**src/sv/wht_pkg.sv**
```systemverilog
// wht_pkg: shared constants, types and the sequencer state enum for the
// Walsh-Hadamard transform unit. No dependencies.
`default_nettype none

package wht_pkg;

	// Vector and word geometry
	localparam int MAX_LENGTH  = 64;
	localparam int IDX_BITS    = 6;   // log2(MAX_LENGTH)
	localparam int PAIR_BITS   = IDX_BITS - 1;
	localparam int SAMPLE_BITS = 16;
	localparam int COEF_BITS   = 23;
	localparam int LOG_BITS    = 3;
	localparam int STAGE_BITS  = 3;

	// Register reset and clamp limits
	localparam logic [LOG_BITS-1:0] LOG_RESET = LOG_BITS'(6);
	localparam logic [LOG_BITS-1:0] LOG_MIN   = LOG_BITS'(1);
	localparam logic [LOG_BITS-1:0] LOG_MAX   = LOG_BITS'(IDX_BITS);

	// Sequencer states
	typedef enum logic [2:0] {
		ST_LOAD,
		ST_RD_A,
		ST_RD_B,
		ST_WR_A,
		ST_WR_B,
		ST_OUT_RD,
		ST_OUT_CAP
	} wht_state_t;

	// Control bundle from the sequencer to the datapath
	typedef struct packed {
		logic                rd_en;
		logic [IDX_BITS-1:0] rd_addr;
		logic                wr_en;
		logic [IDX_BITS-1:0] wr_addr;
		logic                wr_sample;  // write the incoming sample, else butterfly result
		logic                u_load;     // capture upper operand into the butterfly unit
		logic                sel_diff;   // butterfly result is u - v instead of u + v
		logic                out_load;
		logic [IDX_BITS-1:0] out_index;
		logic                out_final;
	} wht_ctl_t;

endpackage

`default_nettype wire

```
**src/sv/walsh_hadamard_transform_unit.sv**
```systemverilog
// walsh_hadamard_transform_unit: top level of the fast Walsh-Hadamard
// transform. Uses wht_pkg, wht_ctrl, wht_mem and wht_bfly.
//
//   channel  dir  handshake              word
//   -------  ---  ---------------------  -----------------------------------
//   cfg      in   cfg_valid/cfg_ready    log_length
//   in       in   in_valid/in_stall      sample
//   out      out  out_valid/out_stall    coefficient, coeff_index, final_flag
//
// Loading accepts one sample per cycle while in_stall is low. After the
// last sample, each of the log_length stages (clamped to 1..6) runs
// 2^(log_length-1) butterflies, each as read A, read B, write A, write B,
// on one shared add/subtract unit and a work store that is never read and
// written together. Readout reads each coefficient through the store's
// registered read port and waits while out_stall is high. Reset sets
// log_length to 6 and empties the vector; the input is stalled from the
// last sample until the last coefficient sits in the output register.
`default_nettype none

module walsh_hadamard_transform_unit
	import wht_pkg::*;
(
	input  wire logic                        clk,
	input  wire logic                        arst_n,
	input  wire logic                        cfg_valid,
	output logic                             cfg_ready,
	input  wire logic [LOG_BITS-1:0]         log_length,
	input  wire logic                        in_valid,
	output logic                             in_stall,
	input  wire logic signed [SAMPLE_BITS-1:0] sample,
	output logic                             out_valid,
	input  wire logic                        out_stall,
	output logic signed [COEF_BITS-1:0]      coefficient,
	output logic [IDX_BITS-1:0]              coeff_index,
	output logic                             final_flag
);

	wht_ctl_t             ctl;
	logic                 out_free;
	logic [COEF_BITS-1:0] rd_data;
	logic [COEF_BITS-1:0] bfly_result;
	logic [COEF_BITS-1:0] wr_data;
	logic                 out_valid_q;
	logic [COEF_BITS-1:0] coefficient_q;
	logic [IDX_BITS-1:0]  coeff_index_q;
	logic                 final_flag_q;

	assign out_free = !out_valid_q || !out_stall;

	wht_ctrl u_ctrl (
		.clk       (clk),
		.arst_n    (arst_n),
		.cfg_valid (cfg_valid),
		.cfg_ready (cfg_ready),
		.cfg_data  (log_length),
		.in_valid  (in_valid),
		.in_stall  (in_stall),
		.out_free  (out_free),
		.ctl       (ctl)
	);

	// Store write data: sign-extended sample or butterfly result
	assign wr_data = ctl.wr_sample
		? {{(COEF_BITS-SAMPLE_BITS){sample[SAMPLE_BITS-1]}}, sample}
		: bfly_result;

	wht_mem u_mem (
		.clk     (clk),
		.wr_en   (ctl.wr_en),
		.wr_addr (ctl.wr_addr),
		.wr_data (wr_data),
		.rd_en   (ctl.rd_en),
		.rd_addr (ctl.rd_addr),
		.rd_data (rd_data)
	);

	wht_bfly u_bfly (
		.clk    (clk),
		.ctl    (ctl),
		.v      (rd_data),
		.result (bfly_result)
	);

	// Output word valid
	always_ff @(posedge clk or negedge arst_n) begin
		if (!arst_n) begin
			out_valid_q <= 1'b0;
		end else if (ctl.out_load) begin
			out_valid_q <= 1'b1;
		end else if (!out_stall) begin
			out_valid_q <= 1'b0;
		end
	end

	// Output word payload
	always_ff @(posedge clk) begin
		if (ctl.out_load) begin
			coefficient_q <= rd_data;
			coeff_index_q <= ctl.out_index;
			final_flag_q  <= ctl.out_final;
		end
	end

	assign out_valid   = out_valid_q;
	assign coefficient = coefficient_q;
	assign coeff_index = coeff_index_q;
	assign final_flag  = final_flag_q;

	// A new word is only loaded when the held one is gone or leaving
	a_no_overwrite: assert property (@(posedge clk) disable iff (!arst_n)
		ctl.out_load |-> (!out_valid_q || !out_stall))
		else $error("output word overwritten while stalled");

	// Sample writes happen only on an accepted input word
	a_sample_write: assert property (@(posedge clk) disable iff (!arst_n)
		(ctl.wr_en && ctl.wr_sample) |-> (in_valid && !in_stall))
		else $error("sample written without an accepted input word");

	// Final flag travels with the highest index of the vector
	a_final_index: assert property (@(posedge clk) disable iff (!arst_n)
		(out_valid_q && final_flag_q) |-> (coeff_index_q[0] == 1'b1))
		else $error("final coefficient at an even index");

endmodule

`default_nettype wire

```
**src/sv/wht_mem.sv**
```systemverilog
// wht_mem: 64-entry work store, one write port and one read port with
// registered read data. Uses wht_pkg.
`default_nettype none

module wht_mem
	import wht_pkg::*;
(
	input  wire logic                 clk,
	input  wire logic                 wr_en,
	input  wire logic [IDX_BITS-1:0]  wr_addr,
	input  wire logic [COEF_BITS-1:0] wr_data,
	input  wire logic                 rd_en,
	input  wire logic [IDX_BITS-1:0]  rd_addr,
	output logic      [COEF_BITS-1:0] rd_data
);

	logic [COEF_BITS-1:0] mem_q [MAX_LENGTH];

	// Write port
	always_ff @(posedge clk) begin
		if (wr_en) begin
			mem_q[wr_addr] <= wr_data;
		end
	end

	// Read port, data held until the next read
	always_ff @(posedge clk) begin
		if (rd_en) begin
			rd_data <= mem_q[rd_addr];
		end
	end

endmodule

`default_nettype wire

```
**src/sv/wht_bfly.sv**
```systemverilog
// wht_bfly: the shared add/subtract butterfly. Holds the upper operand and
// combines it with the word now on the store read port. Uses wht_pkg.
`default_nettype none

module wht_bfly
	import wht_pkg::*;
(
	input  wire logic                 clk,
	input  wire wht_ctl_t             ctl,
	input  wire logic [COEF_BITS-1:0] v,
	output logic      [COEF_BITS-1:0] result
);

	logic [COEF_BITS-1:0] u_q;

	// Upper operand latch
	always_ff @(posedge clk) begin
		if (ctl.u_load) begin
			u_q <= v;
		end
	end

	// Sum or difference, wrapping at the coefficient width
	assign result = ctl.sel_diff ? (u_q - v) : (u_q + v);

endmodule

`default_nettype wire

```
**src/sv/wht_ctrl.sv**
```systemverilog
// wht_ctrl: sequencer for load, butterfly stages and readout, plus the
// length register. Uses wht_pkg.
`default_nettype none

module wht_ctrl
	import wht_pkg::*;
(
	input  wire logic                clk,
	input  wire logic                arst_n,
	input  wire logic                cfg_valid,
	output logic                     cfg_ready,
	input  wire logic [LOG_BITS-1:0] cfg_data,
	input  wire logic                in_valid,
	output logic                     in_stall,
	input  wire logic                out_free,
	output wht_ctl_t                 ctl
);

	wht_state_t state_q, state_d;

	logic [LOG_BITS-1:0]   log_q;
	logic [LOG_BITS-1:0]   eff_log;
	logic [LOG_BITS-1:0]   eff_m1;
	logic [IDX_BITS-1:0]   len_last;
	logic [PAIR_BITS-1:0]  half_last;
	logic [IDX_BITS-1:0]   cnt_q;
	logic [PAIR_BITS-1:0]  pair_q;
	logic [STAGE_BITS-1:0] stage_q;
	logic [IDX_BITS-1:0]   low_mask;
	logic [IDX_BITS-1:0]   pair_w;
	logic [IDX_BITS-1:0]   addr_a;
	logic [IDX_BITS-1:0]   addr_b;
	logic                  cfg_wr;
	logic                  in_acc;
	logic                  load_last;
	logic                  pair_last;
	logic                  stage_last;
	logic                  cnt_last;

	// Effective length, clamped to 1..6
	always_comb begin
		if (log_q < LOG_MIN) begin
			eff_log = LOG_MIN;
		end else if (log_q > LOG_MAX) begin
			eff_log = LOG_MAX;
		end else begin
			eff_log = log_q;
		end
	end

	assign eff_m1    = eff_log - LOG_BITS'(1);
	assign len_last  = IDX_BITS'((1 << eff_log) - 1);
	assign half_last = PAIR_BITS'((1 << eff_m1) - 1);

	// Butterfly addresses: a zero bit inserted at the stage position
	assign low_mask = IDX_BITS'((1 << stage_q) - 1);
	assign pair_w   = {1'b0, pair_q};
	assign addr_a   = ((pair_w & ~low_mask) << 1) | (pair_w & low_mask);
	assign addr_b   = addr_a | IDX_BITS'(1 << stage_q);

	// Handshakes
	assign cfg_ready  = (state_q == ST_LOAD);
	assign cfg_wr     = cfg_valid && cfg_ready;
	assign in_stall   = (state_q != ST_LOAD) || cfg_valid;
	assign in_acc     = in_valid && !in_stall;
	assign cnt_last   = (cnt_q == len_last);
	assign load_last  = in_acc && cnt_last;
	assign pair_last  = (pair_q == half_last);
	assign stage_last = (stage_q == eff_m1);

	// Next state
	always_comb begin
		state_d = state_q;
		case (state_q)
			ST_LOAD: begin
				if (load_last) state_d = ST_RD_A;
			end
			ST_RD_A: state_d = ST_RD_B;
			ST_RD_B: state_d = ST_WR_A;
			ST_WR_A: state_d = ST_WR_B;
			ST_WR_B: begin
				if (pair_last && stage_last) state_d = ST_OUT_RD;
				else state_d = ST_RD_A;
			end
			ST_OUT_RD: state_d = ST_OUT_CAP;
			ST_OUT_CAP: begin
				if (out_free) state_d = cnt_last ? ST_LOAD : ST_OUT_RD;
			end
			default: state_d = ST_LOAD;
		endcase
	end

	// Datapath controls
	always_comb begin
		ctl           = '0;
		ctl.out_index = cnt_q;
		ctl.out_final = cnt_last;
		case (state_q)
			ST_LOAD: begin
				ctl.wr_en     = in_acc;
				ctl.wr_addr   = cnt_q;
				ctl.wr_sample = 1'b1;
			end
			ST_RD_A: begin
				ctl.rd_en   = 1'b1;
				ctl.rd_addr = addr_a;
			end
			ST_RD_B: begin
				ctl.rd_en   = 1'b1;
				ctl.rd_addr = addr_b;
				ctl.u_load  = 1'b1;
			end
			ST_WR_A: begin
				ctl.wr_en   = 1'b1;
				ctl.wr_addr = addr_a;
			end
			ST_WR_B: begin
				ctl.wr_en    = 1'b1;
				ctl.wr_addr  = addr_b;
				ctl.sel_diff = 1'b1;
			end
			ST_OUT_RD: begin
				ctl.rd_en   = 1'b1;
				ctl.rd_addr = cnt_q;
			end
			ST_OUT_CAP: begin
				ctl.out_load = out_free;
			end
			default: ;
		endcase
	end

	// State, register and counters
	always_ff @(posedge clk or negedge arst_n) begin
		if (!arst_n) begin
			state_q <= ST_LOAD;
			log_q   <= LOG_RESET;
			cnt_q   <= '0;
			pair_q  <= '0;
			stage_q <= '0;
		end else begin
			state_q <= state_d;
			if (cfg_wr) begin
				log_q <= cfg_data;
				cnt_q <= '0;
			end else begin
				case (state_q)
					ST_LOAD: begin
						if (in_acc) begin
							cnt_q <= cnt_last ? '0 : cnt_q + IDX_BITS'(1);
						end
						if (load_last) begin
							pair_q  <= '0;
							stage_q <= '0;
						end
					end
					ST_WR_B: begin
						if (pair_last) begin
							pair_q  <= '0;
							stage_q <= stage_q + STAGE_BITS'(1);
						end else begin
							pair_q <= pair_q + PAIR_BITS'(1);
						end
					end
					ST_OUT_CAP: begin
						if (out_free) begin
							cnt_q <= cnt_last ? '0 : cnt_q + IDX_BITS'(1);
						end
					end
					default: ;
				endcase
			end
		end
	end

	// Single-port discipline on the store
	a_no_rw_clash: assert property (@(posedge clk) disable iff (!arst_n)
		!(ctl.rd_en && ctl.wr_en))
		else $error("store read and write in the same cycle");

	// Last coefficient returns the block to loading with an empty vector
	a_final_to_load: assert property (@(posedge clk) disable iff (!arst_n)
		(ctl.out_load && ctl.out_final) |=> (state_q == ST_LOAD && cnt_q == '0))
		else $error("block not back in load after final coefficient");

	// A full vector starts the transform at the first stage and pair
	a_start_clean: assert property (@(posedge clk) disable iff (!arst_n)
		load_last |=> (state_q == ST_RD_A && stage_q == '0 && pair_q == '0))
		else $error("transform did not start at stage zero");

	// Butterfly partners differ only in the stage bit
	a_pair_addr: assert property (@(posedge clk) disable iff (!arst_n)
		(state_q == ST_RD_A) |-> ((addr_a ^ addr_b) == IDX_BITS'(1 << stage_q)))
		else $error("butterfly partner address wrong");

endmodule

`default_nettype wire
```
**config.mk**
```make
export PLATFORM = sky130hd
export DESIGN_NAME = walsh_hadamard_transform_unit
export DESIGN_NICKNAME = d
export VERILOG_FILES = /design/src/sv/wht_pkg.sv /design/src/sv/walsh_hadamard_transform_unit.sv /design/src/sv/wht_mem.sv /design/src/sv/wht_bfly.sv /design/src/sv/wht_ctrl.sv
export SDC_FILE = /design/constraint.sdc
export NUM_CORES = 2
export LEC_CHECK = 0
export BUFFER_PORTS_ARGS = -buffer_cell sky130_fd_sc_hd__buf_2
export CAP_MARGIN = 20
export CORE_ASPECT_RATIO = 1.1
export CORE_MARGIN = 5
export CORE_UTILIZATION = 60
export CTS_BUF_LIST = sky130_fd_sc_hd__clkbuf_8 sky130_fd_sc_hd__clkbuf_16
export CTS_CLUSTER_DIAMETER = 100
export DETAILED_ROUTE_END_ITERATION = 8
export PLACE_DENSITY = 0.87
export SETUP_SLACK_MARGIN = 0.02
export SYNTH_ARGS = -nofsm -noshare
export SYNTH_HDL_FRONTEND = slang
export SYNTH_HIERARCHICAL = 1
export SYNTH_SLANG_ARGS = --single-unit
```
**constraint.sdc**
```tcl
create_clock -name clk -period 8.3 [get_ports clk]
set_input_delay 0.415 -clock clk [delete_from_list [all_inputs] [get_ports clk]]
set_output_delay 0.415 -clock clk [all_outputs]
set_load 0.02 [all_outputs]
```
==> results.py <==
metrics = {
    "global_route": {
        "antenna_found_initial": 12,
        "grtUsageTotal_pct": 31.66,
        "grt_max_degree": 110,
        "grt_overflow_total": 0,
        "grt_pass1_wl_um": 252700,
        "grt_pass1_vias": 34220,
    },
    "setup_path": {
        "r2r_slack_ps": 2570,
        "cp-startpoint": "u_ctrl/stage_q[0]",
        "critical-path-max-stage-delay_ps": 640,
        "crit_required_ps": 8770,
        "end_kind": "flip-flop",
        "arrival_ps": 6190,
        "worstSetupPathType": "flip-flop to flip-flop",
        "timing.rr.start": "u_ctrl/stage_q[0]",
        "cp_max_fo": 88,
        "critical_path.slowest_cell": "nand3_1",
        "start_kind": "flip-flop",
        "crit_chain": "inv_1 -> ha_1 -> nor2b_1 -> inv_1 -> ha_1 -> xnor2_1 -> nor2_1 -> a21oi_1 -> o22a_1 -> o21ai_4 -> buf_12 -> buf_4 -> mux4_2 -> mux2i_1 -> a22oi_1 -> nand3_1 -> o21ai_1",
        "r2r.worst_path.cells": 17,
        "r2r_end": "u_mem/rd_data[18]",
    },
    "sta": {
        "tightestPinTransition_ps": 1284,
        "slew_headroom_pct": 14.43,
        "holdWs_ps": 148.7,
        "fin_crit_sh_pct": 69.00,
        "fin_crit_ps": 5727,
        "setup_violations": 0,
        "rsz0062_at_grt": "false",
        "final_max_slew_viol_count": 0,
        "hold_viol": 0,
        "setup_tns_ps": 0,
        "skew_ps": 49.68,
        "fmax_ghz": 0.1746,
    },
    "route": {
        "via_per_inst": 7.397,
        "wl_um": 175900,
        "wl_met1_um": 54270,
        "first_pass_iters": 9,
        "dr_wl_met2_um": 83050,
        "routed.top_layer": "met5",
        "dr_wl_met3_um": 24870,
        "wl_per_cell_um": 37.56,
        "vias": 34650,
        "drt_iter0_markers": 6472,
        "antenna_left": 0,
        "drc": 7,
    },
    "yosys": {
        "synth_top_flop_cell": "edfxtp_1",
        "ys_async_sr_fraction_pct": 1.338,
        "ys_seq_elements": 1569,
        "synth_seq_area_share_pct": 75.01,
        "synth.area.top_cells": "edfxtp_1 (74%), mux4_2 (13%), mux2i_1 (1.2%), ha_1 (0.80%), dfrtp_1 (0.76%)",
        "synth.distinct_cells": 88,
        "synthesis.area_um2": 62680,
        "synthesis.nets": 3100,
        "synth_warnings": 6,
        "synth_top_area_share_pct": 74.17,
        "synth_area_leader_cell": "edfxtp_1",
        "synth_cells": 3035,
        "syn_area_per_cell_um2": 20.65,
        "synth_edf_count": 1548,
    },
    "cts": {
        "clockBufferDepth": 3,
        "post-cts-setup-buffer-count": 0,
        "cts_inserted_buffers": 141,
        "cts_tree": "yes",
        "clkLatencyLatePin_ps": 770,
        "cts_resized": 0,
        "cts.clk_slew.worst_paths_ps": 70,
        "hold_buffers": 5,
        "cts.sinks": 1569,
        "cts.htree.levels": 4,
        "root_buffer": "clkbuf_16",
    },
    "floorplan": {
        "core_um2": 103800,
        "die_x_um": 318.2,
        "io_pins": 57,
        "start_util_pct": 60.38,
        "die_area_um2": 111000,
        "rows": 124,
        "die_y_um": 349.0,
    },
    "placement": {
        "placed_cells": 4413,
        "globalplace.congestion": 0.8941,
        "hpwl_um": 91530,
        "portBuffers": 56,
    },
    "layout": {
        "layout-drive-gt1-share_pct": 26.58,
        "area_growth_pct": 11.29,
        "layout_common_cells": "edfxtp_1 (1548), mux4_2 (368), clkbuf_16 (151)",
        "layout_commonest_cell": "edfxtp_1",
        "fillers": 5705,
        "nets": 3245,
        "final_cells": 4684,
    },
    "run_status": {
        "status": "finished, violations left",
        "failed_checks": "DRC",
    },
    "job": {
        "cap_violations": 0,
    },
    "worst_hold_path": {
        "hold_class": "primary input to asynchronous set/reset pin",
    },
}
==> registers in the layout, indices dropped and copies added, names as in the netlist <==
| register | count |
|---|---|
| final_flag | 1 |
| out_valid | 1 |
| coefficient | 23 |
| u_bfly/u_q | 23 |
| u_ctrl/state_q | 3 |
| u_ctrl/cnt_q | 6 |
| u_mem/rd_data | 23 |
| u_ctrl/pair_q | 5 |
| u_mem/mem_q | 1472 |
| u_ctrl/stage_q | 3 |
| coeff_index | 6 |
| u_ctrl/log_q | 3 |
==> critical path, delay by kind of cell (launching register included) <==
| kind | cells | cell delay (ps) |
|---|---|---|
| and+or+nand+nor | 3 | 1010 |
| adders and majority gates | 2 | 490 |
| DFF | 1 | 450 |
| buffers and inverters | 4 | 1370 |
| AOI/OAI and AO/OA | 5 | 1140 |
| muxes | 2 | 710 |
| xor gates and xnor gates | 1 | 160 |
==> layout make-up <==
class,count,area (µm²),share of cell area (%)
flip-flops and latches,1569,47010,67.40
multi-input cells,1274,15060,21.60
clock buffers,151,3779,5.418
well taps,1386,1734,2.486
repair buffers,160,1206,1.729
clock inverters,104,809.5,1.161
inverters,34,127.6,0.1830
diodes,6,15.01,0.02153
==> worst max path at each step <==
| stage | to | slack [ps] |
|---|---|---|
| floorplan | u_mem/mem_q[49][0] | 3700 |
| global placement | u_mem/rd_data[16] | 3070 |
| detailed placement | u_mem/rd_data[1] | 2940 |
| CTS | u_mem/rd_data[16] | 2730 |
| global route | u_mem/rd_data[7] | 2230 |
| finish | u_mem/rd_data[18] | 2570 |
==> routing by layer <==
metal  vias up  GRT usage, %
met5         -             0
met4        12         18.16
met3       833         9.793
met2      3600         50.31
met1     17280         39.26
li1      12930             -
==> per-stage QoR <==
step                utilization, %  setup slack, ps  area, µm²
floorplan                        -             3700      62680
global placement             62.61             3073      64990
detailed placement           62.61             2936      64990
CTS                          67.08             2731      69630
global route                 67.18             2228      69730
finish                       67.20             2573      69750
==> Yosys cell counts, types with 8 or more instances <==
cell      instances
dfrtp_1          19
ha_1             40
inv_1            34
o22ai_1          15
nor2_1          125
nor3_1           19
a22o_1           23
buf_2            23
mux4_2          368
a221oi_1         25
a211oi_1         17
clkbuf_1         77
o221ai_1         11
and2_1            8
nor2b_1          23
nand2_1          72
nand2b_1         12
xnor2_1          42
o21ai_0          47
a22oi_1          49
a21oi_1          63
nand3_1          40
a21o_1           11
mux2i_1          78
buf_4            43
edfxtp_1       1548
a31oi_1           8
xor2_1           15
mux2_2           40
nand3b_1          9
buf_6             8
o21ai_1           8
==> logic make-up after synthesis <==
kind of cell | Yosys count | share of synthesized area, %
DFF | 1569 | 75.01
muxes | 486 | 15.19
and+or+nand+nor | 352 | 2.761
AOI/OAI and AO/OA | 337 | 3.839
buffers and inverters | 192 | 1.549
xor gates and xnor gates | 58 | 0.8225
adders and majority gates | 41 | 0.8305
Power is left out: the tool's default activity adds up to more than one toggle a clock period on the data nets, which glitch-free logic cannot reach.
